<file path="config.mk">
export PLATFORM = sky130hd
export DESIGN_NAME = wall_temperature_bisection_solver
export DESIGN_NICKNAME = d
export VERILOG_FILES = /design/src/hdl/wtbs_pkg.sv /design/src/hdl/wall_temperature_bisection_solver.sv /design/src/hdl/wtbs_datapath.sv /design/src/hdl/wtbs_seq.sv
export SDC_FILE = /design/constraint.sdc
export NUM_CORES = 2
export LEC_CHECK = 0
export BUFFER_PORTS_ARGS = -buffer_cell sky130_fd_sc_hd__buf_2
export CORE_MARGIN = 4
export CORE_UTILIZATION = 40
export CTS_CLUSTER_DIAMETER = 150
export DETAILED_ROUTE_END_ITERATION = 8
export SYNTH_ARGS = -nofsm -noshare
export SYNTH_HDL_FRONTEND = slang
export SYNTH_SLANG_ARGS = --single-unit
</file>
<file path="constraint.sdc">
create_clock -name clock -period 10.79 [get_ports clock]
set_input_delay 0.5395 -clock clock [delete_from_list [all_inputs] [get_ports clock]]
set_output_delay 0.5395 -clock clock [all_outputs]
set_load 0.05 [all_outputs]
</file>
<file path="src/hdl/wtbs_pkg.sv">
`timescale 1ns / 1ps
// ----------------------------------------------------------------------------
// Wall temperature solver package
// Widths, constants, micro-op codes and the micro-program table shared by the
// datapath, the sequencer and the top level.
// ----------------------------------------------------------------------------
package wtbs_pkg;

   // field widths
   localparam int EM_W    = 17;
   localparam int RW_W    = 24;
   localparam int HC_W    = 20;
   localparam int QI_W    = 32;
   localparam int TEMP_W  = 22;
   localparam int SIGMA_W = 32;
   localparam int STAT_W  = 2;

   // wide accumulator built from limbs, processed one limb per cycle
   localparam int LIMB_W     = 32;
   localparam int NUM_LIMBS  = 6;
   localparam int ACC_W      = LIMB_W * NUM_LIMBS;
   localparam int PROD_W     = 2 * LIMB_W;
   localparam int LIMB_IDX_W = $clog2(NUM_LIMBS);
   localparam logic [LIMB_IDX_W-1:0] LIMB_LAST = LIMB_IDX_W'(NUM_LIMBS - 1);

   // stored coefficient widths (em*rw*sigma, hc*rw + 2^32, right hand side)
   localparam int ERS_W    = EM_W + RW_W + SIGMA_W;
   localparam int HR_W     = HC_W + RW_W + 1;
   localparam int TERM_W   = 160;
   localparam int HR_ONE_POS = 32;

   // alignment of each term to units of 2^-128
   localparam int HR_SHIFT = 86;
   localparam int QI_SHIFT = 80;
   localparam int TB_SHIFT = 118;

   // search constants
   localparam logic [TEMP_W-1:0] T_START = TEMP_W'(512000);
   localparam logic [TEMP_W-1:0] TOL_LSB = TEMP_W'(10);
   localparam int CNT_W = 5;
   localparam logic [CNT_W-1:0] MAX_SCALE  = CNT_W'(5);
   localparam logic [CNT_W-1:0] MAX_BISECT = CNT_W'(20);
   localparam logic [SIGMA_W-1:0] SIGMA_RESET = SIGMA_W'(15960685);

   // result status codes
   localparam logic [STAT_W-1:0] STAT_OK         = 2'd0;
   localparam logic [STAT_W-1:0] STAT_NO_BRACKET = 2'd1;
   localparam logic [STAT_W-1:0] STAT_LIMIT      = 2'd2;

   // datapath micro-ops
   localparam int OP_W = 4;
   localparam logic [OP_W-1:0] OP_NOP      = 4'd0;
   localparam logic [OP_W-1:0] OP_LOAD_EM  = 4'd1;
   localparam logic [OP_W-1:0] OP_LOAD_HC  = 4'd2;
   localparam logic [OP_W-1:0] OP_LOAD_ERS = 4'd3;
   localparam logic [OP_W-1:0] OP_MUL      = 4'd4;
   localparam logic [OP_W-1:0] OP_SAVE_ERS = 4'd5;
   localparam logic [OP_W-1:0] OP_SAVE_HR  = 4'd6;
   localparam logic [OP_W-1:0] OP_TERM_SET = 4'd7;
   localparam logic [OP_W-1:0] OP_TERM_ADD = 4'd8;
   localparam logic [OP_W-1:0] OP_ADD_HR   = 4'd9;
   localparam logic [OP_W-1:0] OP_DECIDE   = 4'd10;

   // multiplier operand selects
   localparam int SEL_W = 3;
   localparam logic [SEL_W-1:0] SEL_NONE  = 3'd0;
   localparam logic [SEL_W-1:0] SEL_RW    = 3'd1;
   localparam logic [SEL_W-1:0] SEL_SIGMA = 3'd2;
   localparam logic [SEL_W-1:0] SEL_TG    = 3'd3;
   localparam logic [SEL_W-1:0] SEL_QI    = 3'd4;
   localparam logic [SEL_W-1:0] SEL_T     = 3'd5;

   // micro-program: coefficient setup, then one quartic evaluation
   localparam int PC_W = 5;
   localparam logic [PC_W-1:0] PC_EVAL   = 5'd13;
   localparam logic [PC_W-1:0] PC_DECIDE = 5'd19;

   typedef struct packed {
      logic [OP_W-1:0]  op;
      logic [SEL_W-1:0] sel;
   } uop_type;

   typedef struct packed {
      logic [OP_W-1:0]  op;
      logic [SEL_W-1:0] sel;
      logic             first;
   } cmd_type;

   typedef struct packed {
      logic              valid;
      logic [TEMP_W-1:0] temp;
      logic [STAT_W-1:0] status;
   } res_type;

   function automatic uop_type uop_at(input logic [PC_W-1:0] pc);
      uop_type u;
      u = '{op: OP_DECIDE, sel: SEL_NONE};
      case (pc)
         5'd0:  u = '{op: OP_LOAD_EM,  sel: SEL_NONE};
         5'd1:  u = '{op: OP_MUL,      sel: SEL_RW};
         5'd2:  u = '{op: OP_MUL,      sel: SEL_SIGMA};
         5'd3:  u = '{op: OP_SAVE_ERS, sel: SEL_NONE};
         5'd4:  u = '{op: OP_LOAD_HC,  sel: SEL_NONE};
         5'd5:  u = '{op: OP_MUL,      sel: SEL_RW};
         5'd6:  u = '{op: OP_SAVE_HR,  sel: SEL_NONE};
         5'd7:  u = '{op: OP_MUL,      sel: SEL_TG};
         5'd8:  u = '{op: OP_TERM_SET, sel: SEL_NONE};
         5'd9:  u = '{op: OP_LOAD_EM,  sel: SEL_NONE};
         5'd10: u = '{op: OP_MUL,      sel: SEL_RW};
         5'd11: u = '{op: OP_MUL,      sel: SEL_QI};
         5'd12: u = '{op: OP_TERM_ADD, sel: SEL_NONE};
         PC_EVAL: u = '{op: OP_LOAD_ERS, sel: SEL_NONE};
         5'd14: u = '{op: OP_MUL,      sel: SEL_T};
         5'd15: u = '{op: OP_MUL,      sel: SEL_T};
         5'd16: u = '{op: OP_MUL,      sel: SEL_T};
         5'd17: u = '{op: OP_ADD_HR,   sel: SEL_NONE};
         5'd18: u = '{op: OP_MUL,      sel: SEL_T};
         PC_DECIDE: u = '{op: OP_DECIDE, sel: SEL_NONE};
         default: u = '{op: OP_DECIDE, sel: SEL_NONE};
      endcase
      return u;
   endfunction

endpackage

</file>
<file path="src/hdl/wall_temperature_bisection_solver.sv">
`timescale 1ns / 1ps
// ----------------------------------------------------------------------------
// Wall temperature bisection solver
// Solves t*(em*rw*sigma*t^3 + hc*rw + 1) = em*rw*qi + hc*rw*tg + tb for the
// wall surface temperature by bracketing from 500 K and then bisecting.
// ----------------------------------------------------------------------------
// One word is solved at a time. After a request word is accepted, req_ready
// stays low until the result word has been moved into the response register.
// All multiplies run on a single 32x32 multiply-accumulate that walks a
// 192-bit accumulator one 32-bit limb per cycle. A solve runs a coefficient
// setup, then one evaluation of the quartic per search step (four
// limb-serial multiplies, a wide add, a load and a decision). A solve
// takes at least 6 and at most 26 evaluations by the scaling and
// bisection step limits. The response register lets a new request start
// while a finished result still waits on rsp_ready.
// Status 0 means converged to within 10 LSB, 1 means five scalings by 0.75
// or 1.5 did not bracket the root (the scaled t is returned), 2 means twenty
// bisection steps ran out (the current midpoint is returned).
// csr_wdata writes the radiation constant; write it only while idle.
// ----------------------------------------------------------------------------
module wall_temperature_bisection_solver (
   input  logic                         clock,
   input  logic                         reset,
   input  logic                         req_valid,
   output logic                         req_ready,
   input  logic [wtbs_pkg::EM_W-1:0]    req_emissivity,
   input  logic [wtbs_pkg::RW_W-1:0]    req_wall_resistance,
   input  logic [wtbs_pkg::HC_W-1:0]    req_convection_coefficient,
   input  logic [wtbs_pkg::QI_W-1:0]    req_incident_flux,
   input  logic [wtbs_pkg::TEMP_W-1:0]  req_gas_temperature,
   input  logic [wtbs_pkg::TEMP_W-1:0]  req_back_temperature,
   output logic                         rsp_valid,
   input  logic                         rsp_ready,
   output logic [wtbs_pkg::TEMP_W-1:0]  rsp_wall_temperature,
   output logic [wtbs_pkg::STAT_W-1:0]  rsp_solve_status,
   input  logic                         csr_valid,
   output logic                         csr_ready,
   input  logic [wtbs_pkg::SIGMA_W-1:0] csr_wdata
);
   import wtbs_pkg::*;

   // captured request word
   logic [EM_W-1:0]    em_ff;
   logic [RW_W-1:0]    rw_ff;
   logic [HC_W-1:0]    hc_ff;
   logic [QI_W-1:0]    qi_ff;
   logic [TEMP_W-1:0]  tg_ff;
   logic [TEMP_W-1:0]  tb_ff;

   // radiation constant register
   logic [SIGMA_W-1:0] sigma_ff;

   // response register
   logic               rsp_valid_ff, rsp_valid_in;
   logic [TEMP_W-1:0]  rsp_temp_ff;
   logic [STAT_W-1:0]  rsp_stat_ff;

   cmd_type           cmd;
   res_type           seq_res;
   logic [TEMP_W-1:0] cur_t;
   logic              busy;
   logic              gt, lt;
   logic              req_take;
   logic              res_take;

   // accept a request only while the sequencer is idle
   assign req_ready = !busy;
   assign req_take  = req_valid && req_ready;

   // move the finished word into the response register once it is free
   assign res_take = seq_res.valid && (!rsp_valid_ff || rsp_ready);

   // the register is to be written only while idle; not enforced here, so always take the write
   assign csr_ready = 1'b1;

   always_ff @(posedge clock) begin
      if (reset) begin
         sigma_ff <= SIGMA_RESET;
      end else if (csr_valid && csr_ready) begin
         sigma_ff <= csr_wdata;
      end
   end

   // hold the request fields for the whole solve
   always_ff @(posedge clock) begin
      if (req_take) begin
         em_ff <= req_emissivity;
         rw_ff <= req_wall_resistance;
         hc_ff <= req_convection_coefficient;
         qi_ff <= req_incident_flux;
         tg_ff <= req_gas_temperature;
         tb_ff <= req_back_temperature;
      end
   end

   always_comb begin
      rsp_valid_in = rsp_valid_ff;
      if (res_take) begin
         rsp_valid_in = 1'b1;
      end else if (rsp_ready) begin
         rsp_valid_in = 1'b0;
      end
   end

   always_ff @(posedge clock) begin
      if (reset) begin
         rsp_valid_ff <= 1'b0;
      end else begin
         rsp_valid_ff <= rsp_valid_in;
      end
      if (res_take) begin
         rsp_temp_ff <= seq_res.temp;
         rsp_stat_ff <= seq_res.status;
      end
   end

   assign rsp_valid            = rsp_valid_ff;
   assign rsp_wall_temperature = rsp_temp_ff;
   assign rsp_solve_status     = rsp_stat_ff;

   wtbs_seq u_seq (
      .clock   (clock),
      .reset   (reset),
      .start_i (req_take),
      .take_i  (res_take),
      .gt_i    (gt),
      .lt_i    (lt),
      .cmd_o   (cmd),
      .t_o     (cur_t),
      .busy_o  (busy),
      .res_o   (seq_res)
   );

   wtbs_datapath u_datapath (
      .clock   (clock),
      .cmd_i   (cmd),
      .em_i    (em_ff),
      .rw_i    (rw_ff),
      .hc_i    (hc_ff),
      .qi_i    (qi_ff),
      .tg_i    (tg_ff),
      .tb_i    (tb_ff),
      .sigma_i (sigma_ff),
      .t_i     (cur_t),
      .gt_o    (gt),
      .lt_o    (lt)
   );

   // one word in flight: an accepted request closes the input at once
   assert property (@(posedge clock) disable iff (reset)
      req_take |=> !req_ready)
      else $error("request accepted while a solve is running");

   // a new response only follows a running solve
   assert property (@(posedge clock) disable iff (reset)
      $rose(rsp_valid) |-> $past(busy))
      else $error("response raised without a solve in progress");

   // a finished result is held until the response register takes it
   assert property (@(posedge clock) disable iff (reset)
      (seq_res.valid && !res_take) |=> (seq_res.valid && $stable(seq_res.temp)))
      else $error("finished result dropped before it was taken");

   // the response register never reports an unknown status code
   assert property (@(posedge clock) disable iff (reset)
      rsp_valid |-> (rsp_solve_status == STAT_OK || rsp_solve_status == STAT_NO_BRACKET
                     || rsp_solve_status == STAT_LIMIT))
      else $error("bad solve status");

endmodule

</file>
<file path="src/hdl/wtbs_datapath.sv">
`timescale 1ns / 1ps
// ----------------------------------------------------------------------------
// Wall temperature solver datapath
// Wide accumulator with one shared 32x32 multiply-accumulate, limb serial,
// plus the coefficient registers, wide adder and the f(t) versus term compare.
// ----------------------------------------------------------------------------
module wtbs_datapath (
   input  logic                         clock,
   input  wtbs_pkg::cmd_type            cmd_i,
   input  logic [wtbs_pkg::EM_W-1:0]    em_i,
   input  logic [wtbs_pkg::RW_W-1:0]    rw_i,
   input  logic [wtbs_pkg::HC_W-1:0]    hc_i,
   input  logic [wtbs_pkg::QI_W-1:0]    qi_i,
   input  logic [wtbs_pkg::TEMP_W-1:0]  tg_i,
   input  logic [wtbs_pkg::TEMP_W-1:0]  tb_i,
   input  logic [wtbs_pkg::SIGMA_W-1:0] sigma_i,
   input  logic [wtbs_pkg::TEMP_W-1:0]  t_i,
   output logic                         gt_o,
   output logic                         lt_o
);
   import wtbs_pkg::*;

   logic [ACC_W-1:0]  acc_ff, acc_in;
   logic [LIMB_W-1:0] carry_ff, carry_in;
   logic [ERS_W-1:0]  ers_ff, ers_in;
   logic [HR_W-1:0]   hr_ff, hr_in;
   logic [TERM_W-1:0] term_ff, term_in;

   logic [LIMB_W-1:0] operand;
   logic [LIMB_W-1:0] carry_use;
   logic [PROD_W-1:0] prod;

   always_comb begin
      case (cmd_i.sel)
         SEL_RW:    operand = LIMB_W'(rw_i);
         SEL_SIGMA: operand = LIMB_W'(sigma_i);
         SEL_TG:    operand = LIMB_W'(tg_i);
         SEL_QI:    operand = LIMB_W'(qi_i);
         SEL_T:     operand = LIMB_W'(t_i);
         default:   operand = '0;
      endcase
   end

   // low limb times operand plus carry of the previous limb
   assign carry_use = cmd_i.first ? '0 : carry_ff;
   assign prod = PROD_W'(acc_ff[LIMB_W-1:0]) * PROD_W'(operand) + PROD_W'(carry_use);

   always_comb begin
      acc_in   = acc_ff;
      carry_in = carry_ff;
      ers_in   = ers_ff;
      hr_in    = hr_ff;
      term_in  = term_ff;
      case (cmd_i.op)
         OP_LOAD_EM:  acc_in = ACC_W'(em_i);
         OP_LOAD_HC:  acc_in = ACC_W'(hc_i);
         OP_LOAD_ERS: acc_in = ACC_W'(ers_ff);
         OP_MUL: begin
            // rotate: the new limb enters at the top
            acc_in   = {prod[LIMB_W-1:0], acc_ff[ACC_W-1:LIMB_W]};
            carry_in = prod[PROD_W-1:LIMB_W];
         end
         OP_SAVE_ERS: ers_in = acc_ff[ERS_W-1:0];
         OP_SAVE_HR:  hr_in  = acc_ff[HR_W-1:0] + (HR_W'(1) << HR_ONE_POS);
         OP_TERM_SET: term_in = (TERM_W'(acc_ff) << HR_SHIFT) + (TERM_W'(tb_i) << TB_SHIFT);
         OP_TERM_ADD: term_in = term_ff + (TERM_W'(acc_ff) << QI_SHIFT);
         OP_ADD_HR:   acc_in  = acc_ff + (ACC_W'(hr_ff) << HR_SHIFT);
         default: ;
      endcase
   end

   always_ff @(posedge clock) begin
      acc_ff   <= acc_in;
      carry_ff <= carry_in;
      ers_ff   <= ers_in;
      hr_ff    <= hr_in;
      term_ff  <= term_in;
   end

   assign gt_o = acc_ff > ACC_W'(term_ff);
   assign lt_o = acc_ff < ACC_W'(term_ff);

endmodule

</file>
<file path="src/hdl/wtbs_seq.sv">
`timescale 1ns / 1ps
// ----------------------------------------------------------------------------
// Wall temperature solver sequencer
// Steps the micro-program, counts multiply limbs and runs the bracketing and
// bisection decisions on the sign of f(t) - term.
// ----------------------------------------------------------------------------
module wtbs_seq (
   input  logic                        clock,
   input  logic                        reset,
   input  logic                        start_i,
   input  logic                        take_i,
   input  logic                        gt_i,
   input  logic                        lt_i,
   output wtbs_pkg::cmd_type           cmd_o,
   output logic [wtbs_pkg::TEMP_W-1:0] t_o,
   output logic                        busy_o,
   output wtbs_pkg::res_type           res_o
);
   import wtbs_pkg::*;

   localparam logic [1:0] ST_IDLE = 2'd0;
   localparam logic [1:0] ST_RUN  = 2'd1;
   localparam logic [1:0] ST_HOLD = 2'd2;

   localparam logic [1:0] PH_FIRST  = 2'd0;
   localparam logic [1:0] PH_DOWN   = 2'd1;
   localparam logic [1:0] PH_UP     = 2'd2;
   localparam logic [1:0] PH_BISECT = 2'd3;

   logic [1:0]            state_ff, state_in;
   logic [1:0]            phase_ff, phase_in;
   logic [PC_W-1:0]       pc_ff, pc_in;
   logic [LIMB_IDX_W-1:0] limb_ff, limb_in;
   logic [CNT_W-1:0]      cnt_ff, cnt_in;
   logic [TEMP_W-1:0]     t_ff, t_in, t1_ff, t1_in, t2_ff, t2_in;
   logic [TEMP_W-1:0]     temp_ff, temp_in;
   logic [STAT_W-1:0]     stat_ff, stat_in;
   uop_type               uop;

   function automatic logic [TEMP_W-1:0] scale_down(input logic [TEMP_W-1:0] t);
      logic [TEMP_W+1:0] s;
      s = {2'b00, t} + {1'b0, t, 1'b0};
      return TEMP_W'(s >> 2);
   endfunction

   function automatic logic [TEMP_W-1:0] scale_up(input logic [TEMP_W-1:0] t);
      logic [TEMP_W+1:0] s;
      s = {2'b00, t} + {1'b0, t, 1'b0};
      return TEMP_W'(s >> 1);
   endfunction

   function automatic logic [TEMP_W-1:0] midpoint(input logic [TEMP_W-1:0] a,
                                                  input logic [TEMP_W-1:0] b);
      logic [TEMP_W:0] s;
      s = {1'b0, a} + {1'b0, b};
      return TEMP_W'(s >> 1);
   endfunction

   assign uop = uop_at(pc_ff);

   always_comb begin
      logic [TEMP_W-1:0] b1, b2, mid;
      logic              fin;
      b1       = t1_ff;
      b2       = t2_ff;
      mid      = '0;
      fin      = 1'b0;
      state_in = state_ff;
      phase_in = phase_ff;
      pc_in    = pc_ff;
      limb_in  = limb_ff;
      cnt_in   = cnt_ff;
      t_in     = t_ff;
      t1_in    = t1_ff;
      t2_in    = t2_ff;
      temp_in  = temp_ff;
      stat_in  = stat_ff;
      case (state_ff)
         ST_IDLE: begin
            if (start_i) begin
               state_in = ST_RUN;
               phase_in = PH_FIRST;
               pc_in    = '0;
               limb_in  = '0;
               cnt_in   = '0;
               t_in     = T_START;
            end
         end
         ST_RUN: begin
            if (uop.op == OP_MUL) begin
               if (limb_ff == LIMB_LAST) begin
                  limb_in = '0;
                  pc_in   = pc_ff + PC_W'(1);
               end else begin
                  limb_in = limb_ff + LIMB_IDX_W'(1);
               end
            end else if (uop.op == OP_DECIDE) begin
               case (phase_ff)
                  PH_FIRST: begin
                     cnt_in = CNT_W'(1);
                     if (gt_i) begin
                        phase_in = PH_DOWN;
                        t2_in    = t_ff;
                        t_in     = scale_down(t_ff);
                     end else begin
                        phase_in = PH_UP;
                        t1_in    = t_ff;
                        t_in     = scale_up(t_ff);
                     end
                  end
                  PH_DOWN: begin
                     if (gt_i) begin
                        if (cnt_ff == MAX_SCALE) begin
                           fin     = 1'b1;
                           temp_in = t_ff;
                           stat_in = STAT_NO_BRACKET;
                        end else begin
                           cnt_in = cnt_ff + CNT_W'(1);
                           t2_in  = t_ff;
                           t_in   = scale_down(t_ff);
                        end
                     end else begin
                        phase_in = PH_BISECT;
                        cnt_in   = CNT_W'(1);
                        t1_in    = t_ff;
                        t_in     = midpoint(t_ff, t2_ff);
                     end
                  end
                  PH_UP: begin
                     if (lt_i) begin
                        if (cnt_ff == MAX_SCALE) begin
                           fin     = 1'b1;
                           temp_in = t_ff;
                           stat_in = STAT_NO_BRACKET;
                        end else begin
                           cnt_in = cnt_ff + CNT_W'(1);
                           t1_in  = t_ff;
                           t_in   = scale_up(t_ff);
                        end
                     end else begin
                        phase_in = PH_BISECT;
                        cnt_in   = CNT_W'(1);
                        t2_in    = t_ff;
                        t_in     = midpoint(t1_ff, t_ff);
                     end
                  end
                  default: begin
                     // shrink the bracket around the midpoint just evaluated
                     if (gt_i) begin
                        b2 = t_ff;
                     end else begin
                        b1 = t_ff;
                     end
                     mid   = midpoint(b1, b2);
                     t1_in = b1;
                     t2_in = b2;
                     t_in  = mid;
                     if (mid - b1 <= TOL_LSB) begin
                        fin     = 1'b1;
                        temp_in = mid;
                        stat_in = STAT_OK;
                     end else if (cnt_ff == MAX_BISECT) begin
                        fin     = 1'b1;
                        temp_in = mid;
                        stat_in = STAT_LIMIT;
                     end else begin
                        cnt_in = cnt_ff + CNT_W'(1);
                     end
                  end
               endcase
               if (fin) begin
                  state_in = ST_HOLD;
               end else begin
                  pc_in = PC_EVAL;
               end
            end else begin
               pc_in = pc_ff + PC_W'(1);
            end
         end
         ST_HOLD: begin
            if (take_i) begin
               state_in = ST_IDLE;
            end
         end
         default: state_in = ST_IDLE;
      endcase
   end

   always_ff @(posedge clock) begin
      if (reset) begin
         state_ff <= ST_IDLE;
      end else begin
         state_ff <= state_in;
      end
      phase_ff <= phase_in;
      pc_ff    <= pc_in;
      limb_ff  <= limb_in;
      cnt_ff   <= cnt_in;
      t_ff     <= t_in;
      t1_ff    <= t1_in;
      t2_ff    <= t2_in;
      temp_ff  <= temp_in;
      stat_ff  <= stat_in;
   end

   always_comb begin
      cmd_o.op    = (state_ff == ST_RUN) ? uop.op : OP_NOP;
      cmd_o.sel   = uop.sel;
      cmd_o.first = (limb_ff == '0);
   end

   assign t_o          = t_ff;
   assign busy_o       = (state_ff != ST_IDLE);
   assign res_o.valid  = (state_ff == ST_HOLD);
   assign res_o.temp   = temp_ff;
   assign res_o.status = stat_ff;

endmodule
</file>
==> results.md <==
* Result of the run: completed
* Cells after Synth at 8051
* Area occupied by multi-input gates at 50900 µm²
* Initial core utilization at 40.4%
* # DRC at 0
* First drt pass iteration count at 9
* DR iter-0 viols at 5865
* R2r setup slk at 0.48 ns
* Setup crit start: u_datapath.acc_ff[177]$_DFFE_PN_
* Max_cap viols at 0
* Core area at 193000 µm²
* Dominant synthesized flop cell: edfxtp_1
* Hold Crit Start: req_wall_resistance[15]
* CP endpoint: u_seq.uop[5]$_DFF_P_
* Final core area utilization at 45.4%
* Synth Register Bits at 730
* Routed WL per cell at 23.5 µm
* Area Growth Syn to Fin at 12.3%
* Nets at 10100
* Die Height at 450 µm
* Top delay family on crit path: simple AND/OR/NAND/NOR gates
* Vias at 61200
* Largest net degree at the start of global routing at 95
* Ys Warns at 0
* Crit path DAT at 10.94 ns
* GRT Util Overall at 25.1%
* # H-tree levels at 3
* Mapped cell area at 78200 µm²
* Site row count at 161
* Max_slew headroom at 9.77%
* Buf/Inv on CP at 5
* Max Root-Sink Buffers at 3
* Post-DRT Antenna Nets at 0
* CP max stage delay at 0.61 ns
* Final WL at 258000 µm
* Post-synthesis sequential area ratio at 27.5%
* Crit start category: flop
* Seq. cell area at 21500 µm²
* Vias/cell at 5.57
* Clock transition at path regs at 0.06 ns
* First-pass GRT wire length at 389000 µm
* Share of cells above drive strength 1 at 9.22%
* Crit-path max FO at 15
* Final Hold Fails at 0
* Antenna violations before repair at 23
* Syn Nets at 9775
* Final GP Congestion at 0.968
* IO Pins at 201
* Finished Layout Cells at 11000
* Hpwl dp at 199000 µm
* Slowest-stage cell, CP: or4_4
* Chip width at 450 µm
* Async SR Flop Fraction at 0%
* WP depth at 39
* Final Setup Violations at 0
* Layout fillers at 18400
* CTS tree: done
* Total global routing overflow at 0
* Crit path kind: reg2reg
* Period utilization at 95.5%
* Vias in the first global route at 62000
* Num CTS Buffers at 89
* Worst setup EP type: flop
* CTS root buffer: clkbuf_16
* Period minus WS final at 10.31 ns
* Placed cells at 10700
* Die area at 203000 µm²
* Reg-to-Reg End: u_seq.uop[5]$_DFF_P_
* WP data required at 11.42 ns
* R2R depth at 39
* Clk_skew at 0.0236 ns
* Achievable frequency at 0.0970 GHz
* Clock Latency Late Sink at 0.72 ns
* Port bufs at 199
* Clock Sinks at 730
* Post-synth EDFFs at 688
* Unique cell type count in the Yosys netlist at 93
* Setup TNS at 0 ns
* Final slew viol count at 0
* Avg Cell Area, Syn at 9.71 µm²
* Worst-Margin Slew at 1.34 ns
* Min-Delay Path Class: in2reg
* Critical R2R Launch: u_datapath.acc_ff[177]$_DFFE_PN_
* Hold slack at 0.0506 ns
metrics by stage:
step | area, µm² | worst slack, ns
2_1_floorplan | 78200 | 1.00
3_3_place_gp | 83100 | -0.379
3_5_place_dp | 83100 | -0.432
4_1_cts | 87500 | 0.0542
5_1_grt | 87700 | -0.0118
6_report | 87800 | 0.482
state kept, by name, indices dropped and copies added, names as in the netlist, 24 cells and up, named ones only:
register / count
qi_ff: 32
rw_ff: 24
sigma_ff: 32
u_datapath.acc_ff: 192
u_datapath.carry_ff: 32
u_datapath.ers_ff: 73
u_datapath.hr_ff: 45
u_datapath.term_ff: 80
timing repair:
action                     in CTS  in global routing
buffers inserted                1                 19
setup endpoints to repair       7                 32
resized for setup               3                 27
hold buffers                  132                  0
hold endpoints to repair      132                  0
pin swaps                       1                  4
synthesized netlist by cell type, drive strengths merged, types with 55 or more instances:
cell | number | area share, %
inv | 1231 | 5.9
nand2 | 1180 | 5.7
fa | 936 | 24
edfxtp | 688 | 26
ha | 614 | 9.8
o21ai | 359 | 2.3
a21oi | 347 | 2.2
clkbuf | 345 | 1.7
and2 | 307 | 2.5
nor2 | 259 | 1.2
xnor2 | 227 | 2.5
a21o | 157 | 1.5
xor2 | 129 | 1.4
nand3 | 94 | 0.60
nor3 | 94 | 0.60
mux2 | 88 | 1.3
nor2b | 72 | 0.58
o21bai | 64 | 0.61
nand4 | 60 | 0.48
mux2i | 55 | 0.72
nand2b | 55 | 0.44
kinds of logic (layout without fill, tap and decap cells):
| kind of cell | after synthesis | in the layout | synth area share (%) |
|---|---|---|---|
| adder cells (fa/ha/maj) | 1550 | 1550 | 33.8 |
| multiplexers | 143 | 143 | 1.99 |
| flip-flops | 730 | 730 | 27.5 |
| other | 1 | 7 | 0.00480 |
| AND/OR/NAND/NOR | 2294 | 2294 | 13.6 |
| XOR/XNOR | 356 | 356 | 3.99 |
| AO/OA/AOI/OAI | 1376 | 1376 | 11.4 |
| buffers and inverters | 1601 | 1998 | 7.70 |
area by class of cell:
cell class              instances  share of cell area, %
well taps                    2526                   3.60
diodes                          6                 0.0171
flip-flops and latches        730                   24.5
clock buffers                 113                   2.83
multi-input cells            5720                   58.0
clock inverters                54                  0.622
repair buffers                598                   5.12
inverters                    1233                   5.28
worst min path at each step:
stage                                         endpoint  cells past startpoint
finish                             rw_ff[15]$_DFFE_PP_                      1
global route                        tg_ff[4]$_DFFE_PP_                      1
CTS                                rw_ff[15]$_DFFE_PP_                      1
detailed placement  rsp_wall_temperature[10]$_DFFE_PP_                      0
global placement     rsp_wall_temperature[1]$_DFFE_PP_                      0
floorplan                rsp_solve_status[0]$_DFFE_PP_                      0
layout by cell type (no fill, tap or decap), types with 64 or more instances in the layout:
| master | netlist | routed |
|---|---|---|
| clkbuf_16 | 0 | 95 |
| buf_2 | 1 | 199 |
| nand3_1 | 94 | 93 |
| o21bai_1 | 64 | 64 |
| nand2_1 | 1180 | 1179 |
| ha_1 | 614 | 614 |
| fa_1 | 936 | 936 |
| a21o_1 | 157 | 157 |
| nor2b_1 | 72 | 70 |
| xor2_1 | 129 | 128 |
| nor3_1 | 94 | 90 |
| inv_1 | 1229 | 1228 |
| and2_1 | 307 | 306 |
| o21ai_0 | 351 | 351 |
| mux2_2 | 86 | 86 |
| nor2_1 | 259 | 250 |
| xnor2_1 | 227 | 226 |
| dlygate4sd3_1 | 0 | 132 |
| a21oi_1 | 345 | 342 |
| buf_4 | 2 | 252 |
| edfxtp_1 | 688 | 688 |
metal layers:
| metal | wire length, µm | global-route usage (%) | part of all wire [%] | up-vias |
|---|---|---|---|---|
| li1 | - | - | - | 27400 |
| met2 | 118000 | 40.3 | 46 | 2469 |
| met4 | 9790 | 8.56 | 3.8 | 8 |
| met3 | 21200 | 4.40 | 8.2 | 421 |
| met1 | 109000 | 34.4 | 42 | 30900 |
| met5 | 55 | 0 | 0.021 | - |
Power is not shown: default switching activity piles up to over one toggle a cycle in this logic, so the estimate is an artifact.
